===== src/hdl/fedl_ram.sv =====
module fedl_ram #(
    parameter int Width = 8,
    parameter int Depth = 256
) (
    input  logic                     i_clk,
    input  logic                     i_we,
    input  logic [$clog2(Depth)-1:0] i_addr,
    input  logic [Width-1:0]         i_wdata,
    output logic [Width-1:0]         o_rdata
);

    logic [Width-1:0] r_mem [Depth];

    always_ff @(posedge i_clk) begin
        if (i_we) begin
            r_mem[i_addr] <= i_wdata;
        end
        o_rdata <= r_mem[i_addr];
    end

endmodule


===== config.mk =====
export PLATFORM = sky130hd
export DESIGN_NAME = fedl_ram
export DESIGN_NICKNAME = d
export VERILOG_FILES = /design/src/hdl/fedl_ram.sv
export SDC_FILE = /design/constraint.sdc
export NUM_CORES = 2
export LEC_CHECK = 0
export ABC_AREA = 1
export BUFFER_PORTS_ARGS = -buffer_cell sky130_fd_sc_hd__buf_2
export CAP_MARGIN = 0
export CORE_MARGIN = 2
export CORE_UTILIZATION = 50
export CTS_BUF_LIST = sky130_fd_sc_hd__clkbuf_8 sky130_fd_sc_hd__clkbuf_16
export DETAILED_ROUTE_END_ITERATION = 16
export GPL_ROUTABILITY_DRIVEN = 0
export GPL_TIMING_DRIVEN = 1
export PLACE_DENSITY = 0.65
export SYNTH_ARGS = -nofsm -noshare
export SYNTH_HDL_FRONTEND = slang
export SYNTH_SLANG_ARGS = --single-unit

===== constraint.sdc =====
create_clock -name i_clk -period 5.11 [get_ports i_clk]
set_clock_uncertainty 0.05 [all_clocks]
set_input_delay 1.533 -clock i_clk [delete_from_list [all_inputs] [get_ports i_clk]]
set_output_delay 1.533 -clock i_clk [all_outputs]
set_load 0.005 [all_outputs]

==> flow_summary_export.csv <==
group,metric,value,unit
clock_tree,cts_tree,"yes",
route,drc,0,
pwr,p_int,27000,uW
run,maxCapViolations,0,
pwr,pwr-share-clk,41.1,%
yosys,syn_area,84900,um2
yosys,avgSynthCellArea,10.6,um2
clock_tree,postCtsSetupBuffers,0,
pwr,switching_share,22.8,%
clock_tree,cts_hold_buf,0,
die,num_io_pins,26,
final_layout,fill_cells,14300,
route,postRouteAntennaNets,0,
setup_path,crit_path_end_kind,"flop",
route,drt_iter0_drc,6141,
grt,grt_overflow,0,
grt,gr-usage-met3,4.70,%
setup_path,slowest_stage,"buf_4",
grt,antenna_found_initial,7,
place,portBuffers,25,
timing,fin_tns_setup,0,ps
pwr,power.switching,7980,uW
place,pre_cts_slack,447,ps
timing,layout_min_cycle_time,3940,ps
timing,hold_violations,0,
yosys,synth_seq_cells,2056,
timing,fin_crit_sh,77.0,%
clock_tree,cts_sinks,2056,
timing,tightest_slew,1110,ps
final_layout,final_cell_area,94700,um2
min_path,worstHoldPathType,"reg -> reg",
grt,top_usage_layer,"met2",
final_layout,final_layout_size_suffix_gt1_share,6.46,%
die,core,169000,um2
final_layout,fin_nets,8061,
yosys,ys_warn_count,0,
place,dpl_cell_area,88200,um2
setup_path,crit_type,"in -> reg",
yosys,synthesis.nets,8039,
clock_tree,cts_root_buf,"clkbuf_16",
pwr,p_leak,0.0378,uW
timing,rsz0062_at_grt,"false",
setup_path,cp.arrival,4620,ps
pwr,seq_power_share,53.2,%
die,die_x,416,um
die,start_util,50.2,%
setup_path,critPathMaxFanout,78,
grt,grt_pass1_wl,337,mm
grt,grt_pass1_vias,54500,
setup_path,start_kind,"input port",
grt,grt.met2_usage,41.7,%
clock_tree,h-tree-depth,4,
final_layout,instances_no_fill,10400,
clock_tree,cts_buffers,207,
setup_path,rrSetupSlack,2800,ps
timing,drv_slew,0,
grt,track_usage,25.8,%
place,dpl.cell_count,10100,
clock_tree,cts_resized,0,
timing,hold_slack,837,ps
die,die_height,416,um
route,totalWireLength,224,mm
die,die-area,173000,um2
yosys,synth_cells,8021,
timing,fin_ws,1170,ps
route,vias,56500,
clock_tree,insertion_delay,860,ps
setup_path,crit_path_max_incr_delay,610,ps
route,dr.pass1.iters,6,
pwr,peakVddDrop,0.396,mV
grt,grt_max_degree,143,
grt,grt_use_met1,35.2,%
route,viasPerCell,5.42,
timing,setup_viol,0,
setup_path,required,5790,ps
timing,relSlewSlack,26.3,%
yosys,synth_seq_area_share,72.7,%
outcome,status,"completed",
setup_path,critical_path.top_delay_family,"buffers and inverters",
die,num_rows,151,
timing,fmax,0.254,GHz
yosys,synthDistinctLibCells,18,
place,dpl.hpwl,127,mm
setup_path,path_cells,"buf_8, buf_12, buf_4, a21oi_1, o21ai_0, nand2_1, o21ai_1, nand2_1, nor2_1, nor2_1, nor2_1, nand2_1",
route,wl_per_cell,21.4,um
clock_tree,cts_buffer_depth,3,
final_layout,areaGrowthSynthToFinish,11.6,%
pwr,comb_power_share,5.7,%
pwr,p_per_area,370,nW/um2
setup_path,path_buf_inv,3,
clock_tree,path_clk_slew,60,ps
-- per-layer routing --
| metal | share of wire (%) | up-vias |
|---|---|---|
| li1 | - | 26400 |
| met1 | 41 | 27500 |
| met2 | 48 | 2243 |
| met3 | 7.9 | 363 |
| met4 | 3.2 | 0 |
| met5 | 0 | - |
-- kinds of logic (layout without fill, tap and decap cells) --
group,Yosys count,in the layout,synth area share (%)
buffers and inverters,452,647,2.36
DFF,2056,2056,72.7
AOI/OAI and AO/OA,192,192,1.13
and+or+nand+nor,5321,5321,23.8
other,0,6,0
-- power groups by stage --
stage | sequential (uW) | clock [uW] | combinational (uW)
final | 18600 | 14400 | 2010
after global routing | 18600 | 15200 | 2200
after CTS | 18600 | 14500 | 2000
after detailed placement | 19000 | 0 | 2000
after global placement | 19000 | 0 | 1980
after floorplan | 19000 | 0 | 1060
-- synthesized netlist by cell type, drive strengths merged --
cell,count,share of area (%)
nand2,4771,21
edfxtp,2048,72
nor2,362,1.6
buf,247,1.4
nand3,188,1.1
clkbuf,170,0.75
o21ai,160,0.94
inv,35,0.16
a21oi,32,0.19
dfxtp,8,0.19
-- layout make-up --
cell class / count / area, um2 / area share, %
flip-flops and latches: 2056 / 61700 / 65.1
multi-input cells: 5513 / 21300 / 22.5
clock buffers: 212 / 5260 / 5.56
well taps: 2218 / 2780 / 2.93
repair buffers: 230 / 2380 / 2.51
clock inverters: 170 / 1170 / 1.24
inverters: 35 / 165 / 0.174
diodes: 6 / 15.0 / 0.0159
-- per-stage QoR --
step | total power, uW | utilization [%]
floorplan | 20000 | -
global placement | 20900 | 52.2
detailed placement | 21000 | 52.2
CTS | 35100 | 56.0
global route | 36000 | 56.0
finish | 35000 | 56.1
-- flip-flops by register name, indices dropped and copies added (netlist names) --
register and cells:
o_rdata 8, r_mem 2048
-- cells in the final DEF (no fill, tap or decap), types with 47 or more instances in the layout --
cell type | Yosys | layout
buf_12 | 0 | 49
buf_4 | 6 | 156
clkbuf_16 | 0 | 208
clkinv_1 | 0 | 47
edfxtp_1 | 2048 | 2048
inv_1 | 31 | 86
nand2_1 | 4770 | 4760
nand3_1 | 188 | 188
nor2_1 | 361 | 356
o21ai_1 | 119 | 119
-- path summary, 6_finish.rpt --
kind              depth (start not counted)         end           from
hold reg to reg                          10  o_rdata[1]  r_mem[203][1]
setup reg to reg                         12  o_rdata[4]  r_mem[179][4]
setup / recovery                         12  o_rdata[7]      i_addr[1]
hold / removal                           10  o_rdata[1]  r_mem[203][1]
-- worst min-delay path, cell delays in order (launching register included) --
cell and delay (ps):
edfxtp_1 320, nand2_1 50, nand3_1 70, nand2_1 40, nand2_1 50, o21ai_1 50
nand2_1 50, nor2_1 40, nor2_1 80, nor2_1 50, nand2_1 50
Note: power is estimated with default switching activity, not from simulation.
