### config.mk
export PLATFORM = sky130hd
export DESIGN_NAME = fedl_arith
export DESIGN_NICKNAME = d
export VERILOG_FILES = /design/src/hdl/fedl_pkg.sv /design/src/hdl/fedl_arith.sv
export SDC_FILE = /design/constraint.sdc
export NUM_CORES = 2
export LEC_CHECK = 0
export BUFFER_PORTS_ARGS = -buffer_cell sky130_fd_sc_hd__buf_2
export CELL_PAD_IN_SITES_DETAIL_PLACEMENT = 0
export CELL_PAD_IN_SITES_GLOBAL_PLACEMENT = 1
export CORE_MARGIN = 1
export CORE_UTILIZATION = 56
export CTS_CLUSTER_SIZE = 14
export DETAILED_ROUTE_END_ITERATION = 10
export GPL_TIMING_DRIVEN = 0
export PLACE_DENSITY_LB_ADDON = 0.1
export RECOVER_POWER = 50
export SLEW_MARGIN = 20
export SYNTH_ARGS = -nofsm -noshare
export SYNTH_HDL_FRONTEND = slang
export SYNTH_SLANG_ARGS = --single-unit
export TNS_END_PERCENT = 5
### constraint.sdc
create_clock -name i_clk -period 18.9 [get_ports i_clk]
set_input_delay 1.89 -clock i_clk [delete_from_list [all_inputs] [get_ports i_clk]]
set_output_delay 1.89 -clock i_clk [all_outputs]
set_load 0.005 [all_outputs]
### src/hdl/fedl_pkg.sv
package fedl_pkg;

    localparam int MaxFrames     = 65536;
    localparam int MaxChannels   = 8;
    localparam int SampleBits    = 24;

    localparam int FrameBits     = $clog2(MaxFrames);
    localparam int CountBits     = FrameBits + 1;
    localparam int ChanBits      = $clog2(MaxChannels);
    localparam int ChanCountBits = 4;
    localparam int AddrBits      = FrameBits + ChanBits;
    localparam int StoreDepth    = MaxFrames * MaxChannels;

    localparam int FracBits      = 16;
    localparam int GainBits      = 17;
    localparam int CfgIndexBits  = 3;
    localparam int CfgDataBits   = 17;

    localparam int DivBits       = CountBits + FrameBits;
    localparam int ReduceSteps   = FrameBits + 1;
    localparam int ReduceCntBits = $clog2(ReduceSteps + 1);

    typedef enum logic [CfgIndexBits-1:0] {
        REG_CHANNEL_COUNT,
        REG_DELAY_FRAMES,
        REG_RING_FRAMES,
        REG_FRAC_OFFSET,
        REG_INTENSITY,
        REG_FEEDBACK
    } t_reg_idx;

    typedef enum logic [3:0] {
        ST_CLEAR,
        ST_REDUCE,
        ST_IDLE,
        ST_RD_A,
        ST_RD_B,
        ST_MIX,
        ST_MAG,
        ST_MUL_I,
        ST_MUL_F,
        ST_WRITE
    } t_state;

    typedef struct packed {
        logic load;
        logic cap_a;
        logic mix;
        logic mag;
        logic mul_i;
        logic mul_f;
    } t_arith_ctl;

    typedef struct packed {
        logic                done;
        logic [ChanBits-1:0] ch;
        logic                bend;
    } t_done_info;

endpackage

### src/hdl/fedl_arith.sv
module fedl_arith (
    input  logic                                  i_clk,
    input  fedl_pkg::t_arith_ctl                  i_ctl,
    input  logic signed [fedl_pkg::SampleBits-1:0] i_sample_in,
    input  logic signed [fedl_pkg::SampleBits-1:0] i_rdata,
    input  logic [fedl_pkg::FracBits-1:0]         i_frac_offset,
    input  logic [fedl_pkg::GainBits-1:0]         i_intensity,
    input  logic [fedl_pkg::GainBits-1:0]         i_feedback,
    output logic signed [fedl_pkg::SampleBits-1:0] o_y,
    output logic signed [fedl_pkg::SampleBits-1:0] o_wdata
);

    localparam int SB       = fedl_pkg::SampleBits;
    localparam int FB       = fedl_pkg::FracBits;
    localparam int GB       = fedl_pkg::GainBits;
    localparam int EchoBits = SB + FB;
    localparam int MixBits  = SB + FB + 2;
    localparam int PhBits   = GB + SB;
    localparam int PlBits   = GB + FB;
    localparam int TermBits = GB + SB + 1 - FB;
    localparam int SumBits  = TermBits + 2;

    localparam logic [PlBits:0]               RoundBias = (PlBits + 1)'(1) << (2 * FB - 1);
    localparam logic signed [SumBits-1:0]     SatHi     = SumBits'(2 ** (SB - 1) - 1);
    localparam logic signed [SumBits-1:0]     SatLo     = ~SatHi;

    logic signed [SB-1:0]       r_x;
    logic signed [SB-1:0]       r_a;
    logic signed [EchoBits-1:0] r_echo;
    logic [EchoBits-1:0]        r_mag;
    logic                       r_neg;
    logic [PhBits-1:0]          r_ph;
    logic [PlBits-1:0]          r_pl;
    logic signed [SB-1:0]       r_y;

    logic signed [SB:0]         diff;
    logic signed [MixBits-1:0]  prod;
    logic signed [MixBits-1:0]  mix_sum;
    logic [GB-1:0]              gain;
    logic [PlBits:0]            pl_rnd;
    logic [PhBits:0]            acc;
    logic [TermBits-1:0]        q;
    logic signed [TermBits:0]   term;
    logic signed [SumBits-1:0]  sum;
    logic signed [SB-1:0]       sat;

    always_comb begin
        diff    = (SB + 1)'(i_rdata) - (SB + 1)'(r_a);
        prod    = diff * $signed({1'b0, i_frac_offset});
        mix_sum = prod + (MixBits'(r_a) <<< FB);
        gain    = i_ctl.mul_f ? i_feedback : i_intensity;
    end

    // Rounded gain term, ties away from zero, added to the input and saturated.
    always_comb begin
        pl_rnd = {1'b0, r_pl} + RoundBias;
        acc    = {1'b0, r_ph} + (PhBits + 1)'(pl_rnd >> FB);
        q      = acc[PhBits:FB];
        term   = r_neg ? -$signed({1'b0, q}) : $signed({1'b0, q});
        sum    = SumBits'(term) + SumBits'(r_x);
        if (sum > SatHi) begin
            sat = SatHi[SB-1:0];
        end else if (sum < SatLo) begin
            sat = SatLo[SB-1:0];
        end else begin
            sat = sum[SB-1:0];
        end
    end

    always_ff @(posedge i_clk) begin
        if (i_ctl.load) begin
            r_x <= i_sample_in;
        end
        if (i_ctl.cap_a) begin
            r_a <= i_rdata;
        end
        if (i_ctl.mix) begin
            r_echo <= mix_sum[EchoBits-1:0];
        end
        if (i_ctl.mag) begin
            r_neg <= r_echo[EchoBits-1];
            r_mag <= r_echo[EchoBits-1] ? EchoBits'(-r_echo) : EchoBits'(r_echo);
        end
        if (i_ctl.mul_i || i_ctl.mul_f) begin
            r_ph <= gain * r_mag[EchoBits-1:FB];
            r_pl <= gain * r_mag[FB-1:0];
        end
        if (i_ctl.mul_f) begin
            r_y <= sat;
        end
    end

    assign o_y     = r_y;
    assign o_wdata = sat;

endmodule

==> results.txt <==
- Outcome: complete, but fails checks
- Violations in the final reports: max-capacitance violations, max-slew violations
- Wires add up to 133,000 µm.
- Max-cap check violation count: 3
- Critical R2R Capture: r_echo[39]
* Number of instances in the placed design: 6,359
- Worst min path class: flip-flop to flip-flop
- Number of antenna violations at the first check in global routing: 4
- Kind of launch point of the worst setup path: primary input
* Layout cell share with drive strength beyond 1: 4.07%
- The die is 294 µm wide.
- Sequential elements use 13.3% of the synthesized area.
- Placer congestion estimate: 0.969
* Global route total overflow: 0
- Post-route fraction of the period consumed by the critical path: 65.7%
* Area of the placeable core: 0.0840 mm²
- Required time of the critical path: 19,260 ps
* Detail Route Antenna Nets: 0
- The startpoint identified for the worst register-to-register timing path is r_a[1].
- Clk slew on worst S/H paths: 60 ps
* Top routing layer in use: met5
* YS warnings: 0
* End point of the critical path: r_pl[32]
* Critical path origin: i_ctl[0]
- Total number of vias: 34,800
- Tightest Pin Transition: 2150 ps
* Number of cells upsized or downsized after cts: 0
- Number of buffers on the longest clock path: 3
- Largest net degree at the start of global routing: 42
- Setup bufs post-CTS: 0
* Number of buffer cells added on primary ports: 149
- Clock tree synthesis selected as its root buffer the cell sky130_fd_sc_hd__clkbuf_16.
- DR pass1 iterations: 6
- Synthesis-to-finish area growth: 6.66%
- Data arrival time of the critical path: 12,780 ps
- On the final layout, the worst hold slack is 569 ps.
* Post-Synthesis Net Count: 6,530
- Top fanout value on the critical path: 25
- After detailed routing, the number of vias per cell comes to 5.42.
- Of all flip-flops after synthesis, the portion carrying an async set or reset was 0%.
* CP endpoint kind: flip-flop
* Maximum clock rate: 0.0805 GHz
- Synthesis produced a netlist whose cell count is 5,075.
- Sink Count: 211
- On the worst path, the slowest cell contributes a delay of 990 ps.
- The first global-routing pass estimated 208,000 µm of wire.
* Mean post-synth cell area: 9.38 µm²
* Crit-path most repeated cell: sky130_fd_sc_hd__fa_1
* Fill count: 7,576
- Util after Layout: 60.5%
- Subtracting the final worst setup slack from the clock period gives 12,420 ps.
- Cts hold-fix bufs: 0
- After the flow finishes, the layout carries non-filler instances totaling 6,415.
* Total length of routed met2 wires: 63,700 µm
- Post-synth cell types: 71
- # DRC: 0
* Final count of hold timing violations: 0
* Levels on crit path: 26
- Number of pins exceeding their max-slew limit in the final report: 108
* Overall routing resource usage: 32.2%
- In this run the cell area of the synthesized design comes to 0.0476 mm².
* Placed wire-length estimate: 112,000 µm
* Ports placed on the boundary: 153
- Clock network latency to the later pin of the worst-skew pair: 610 ps
- Area of the die: 0.0862 mm²
- Reg2Reg Setup Slack: 8290 ps
* CTS tree: yes
- Average detailed-routed wire length per instance: 20.7 µm
- In this run the number of H-tree levels came out at 1.
- The detailed router finished its first iteration with 2,303 violations.
* Setup repair after global routing missed its margin: false
- The setup path with the least slack is of type primary input to flip-flop.
- Initial cell density of the core: 56.7%
* Met3 layer wire length in the routed design: 9170 µm
* Top cells by area, synth: sky130_fd_sc_hd__fa_1, sky130_fd_sc_hd__edfxtp_1, sky130_fd_sc_hd__ha_1, sky130_fd_sc_hd__inv_1, sky130_fd_sc_hd__nand2_1
- Via count of the first global-routing pass: 36,000
- EDFF count, synth: 211
- Buffers inserted during clock tree synthesis total 29.
- After synthesis the netlist holds a flip-flop and latch count of 211.
* Number of endpoints failing setup at the final stage: 0
- For the final database, setup skew stands at 15.9 ps.
- Kind of cell with the highest combined delay on the critical path: buffers and inverters
- The number of cells on the worst reg-to-reg path is 32.
- The share of synthesized area in the top cell type comes to 39.9%.
- For this block, wires on met1 add up to 53,800 µm.
* # nets final: 6,711
- Critical-path top delay cell: sky130_fd_sc_hd__clkbuf_1
- Buf+Inv Stages, Crit Path: 9
* Summed negative setup slack over all endpoints: 0 ps
- The synthesized design spends more area on one cell type than any other, namely sky130_fd_sc_hd__fa_1.
- Headroom to the max-slew limit came out at -43.3%.
* Vertical die dimension: 294 µm
- Placement row count: 106
- Prevailing post-synth register cell: sky130_fd_sc_hd__edfxtp_1
cell usage after synthesis (17+ instances only):
cell,n
sky130_fd_sc_hd__o21a_1,31
sky130_fd_sc_hd__nor2_1,85
sky130_fd_sc_hd__o21ai_0,102
sky130_fd_sc_hd__inv_1,1157
sky130_fd_sc_hd__clkbuf_1,191
sky130_fd_sc_hd__o31ai_1,19
sky130_fd_sc_hd__and2_1,398
sky130_fd_sc_hd__xor2_1,60
sky130_fd_sc_hd__a21oi_1,113
sky130_fd_sc_hd__ha_1,402
sky130_fd_sc_hd__nand3_1,31
sky130_fd_sc_hd__buf_1,20
sky130_fd_sc_hd__nand2b_1,31
sky130_fd_sc_hd__nor3_1,34
sky130_fd_sc_hd__a21o_1,62
sky130_fd_sc_hd__and3_1,17
sky130_fd_sc_hd__fa_1,948
sky130_fd_sc_hd__nand2_1,735
sky130_fd_sc_hd__edfxtp_1,211
sky130_fd_sc_hd__xnor2_1,154
sky130_fd_sc_hd__nor2b_1,43
sky130_fd_sc_hd__mux2_2,17
worst min path at each step:
stage | start | endpoint | slack (ps) | cells after the start
finish | r_echo[0] | r_mag[0] | 570 | 0
global placement | r_echo[21] | r_mag[21] | 550 | 1
global route | r_echo[21] | r_mag[21] | 580 | 1
floorplan | r_echo[0] | r_mag[0] | 480 | 0
CTS | r_echo[21] | r_mag[21] | 570 | 1
detailed placement | r_echo[29] | r_mag[29] | 570 | 1
registers in the layout, summed over array words and instances, names as in the netlist:
name	flops
r_ph	41
r_a	24
r_echo	40
r_neg	1
r_mag	40
r_pl	17
r_x	24
o_y	24
layout make-up:
type	count	area [µm²]	share of cell area (%)
diodes	3	7.51	0.0148
plain buffers	213	806	1.59
clock buffers	29	726	1.43
clock inverters	24	275	0.542
inverters	1157	4340	8.55
multi-input cells	3494	36100	71.2
flip-flops and latches	211	6340	12.5
well taps	1134	1420	2.79
repair buffers	150	737	1.45
metrics by stage:
| stage | setup WS, ps | cell area [µm²] |
|---|---|---|
| floorplan | 9190 | 47600 |
| global placement | 6490 | 49800 |
| detailed placement | 6570 | 49800 |
| CTS | 7170 | 50800 |
| global route | 6170 | 50800 |
| finish | 6480 | 50800 |
kinds of logic (layout without fill, tap and decap cells):
group / Yosys count / in the layout / synth area share, %
and+or+nand+nor: 1453 / 1453 / 14.8
buffers and inverters: 1370 / 1573 / 10.8
xor gates and xnor gates: 214 / 214 / 3.94
muxes: 23 / 23 / 0.528
AOI/OAI and AO/OA: 454 / 454 / 6.19
adders and majority gates: 1350 / 1350 / 50.4
DFF: 211 / 211 / 13.3
other: 0 / 3 / 0
routing by layer:
layer | vias to the layer above | track usage, %
met1 | 17600 | 42.3
met2 | 1120 | 53.6
li1 | 15800 | -
met3 | 253 | 5.06
met4 | 2 | 12.3
met5 | - | 0
cells in the final DEF (no fill, tap or decap), drive strengths merged, types with 34 or more instances in the layout:
cell type / Yosys / layout
nor2b: 43 / 43
nor2: 85 / 85
edfxtp: 211 / 211
inv: 1157 / 1164
buf: 21 / 148
a21o: 62 / 62
clkbuf: 192 / 244
ha: 402 / 402
nand2: 735 / 735
and2: 398 / 398
nor3: 34 / 34
fa: 948 / 948
xor2: 60 / 60
a21oi: 113 / 113
xnor2: 154 / 154
o21ai: 104 / 104
Power is left out: the tool's default activity adds up to more than one toggle a clock period on the data nets, which glitch-free logic cannot reach.
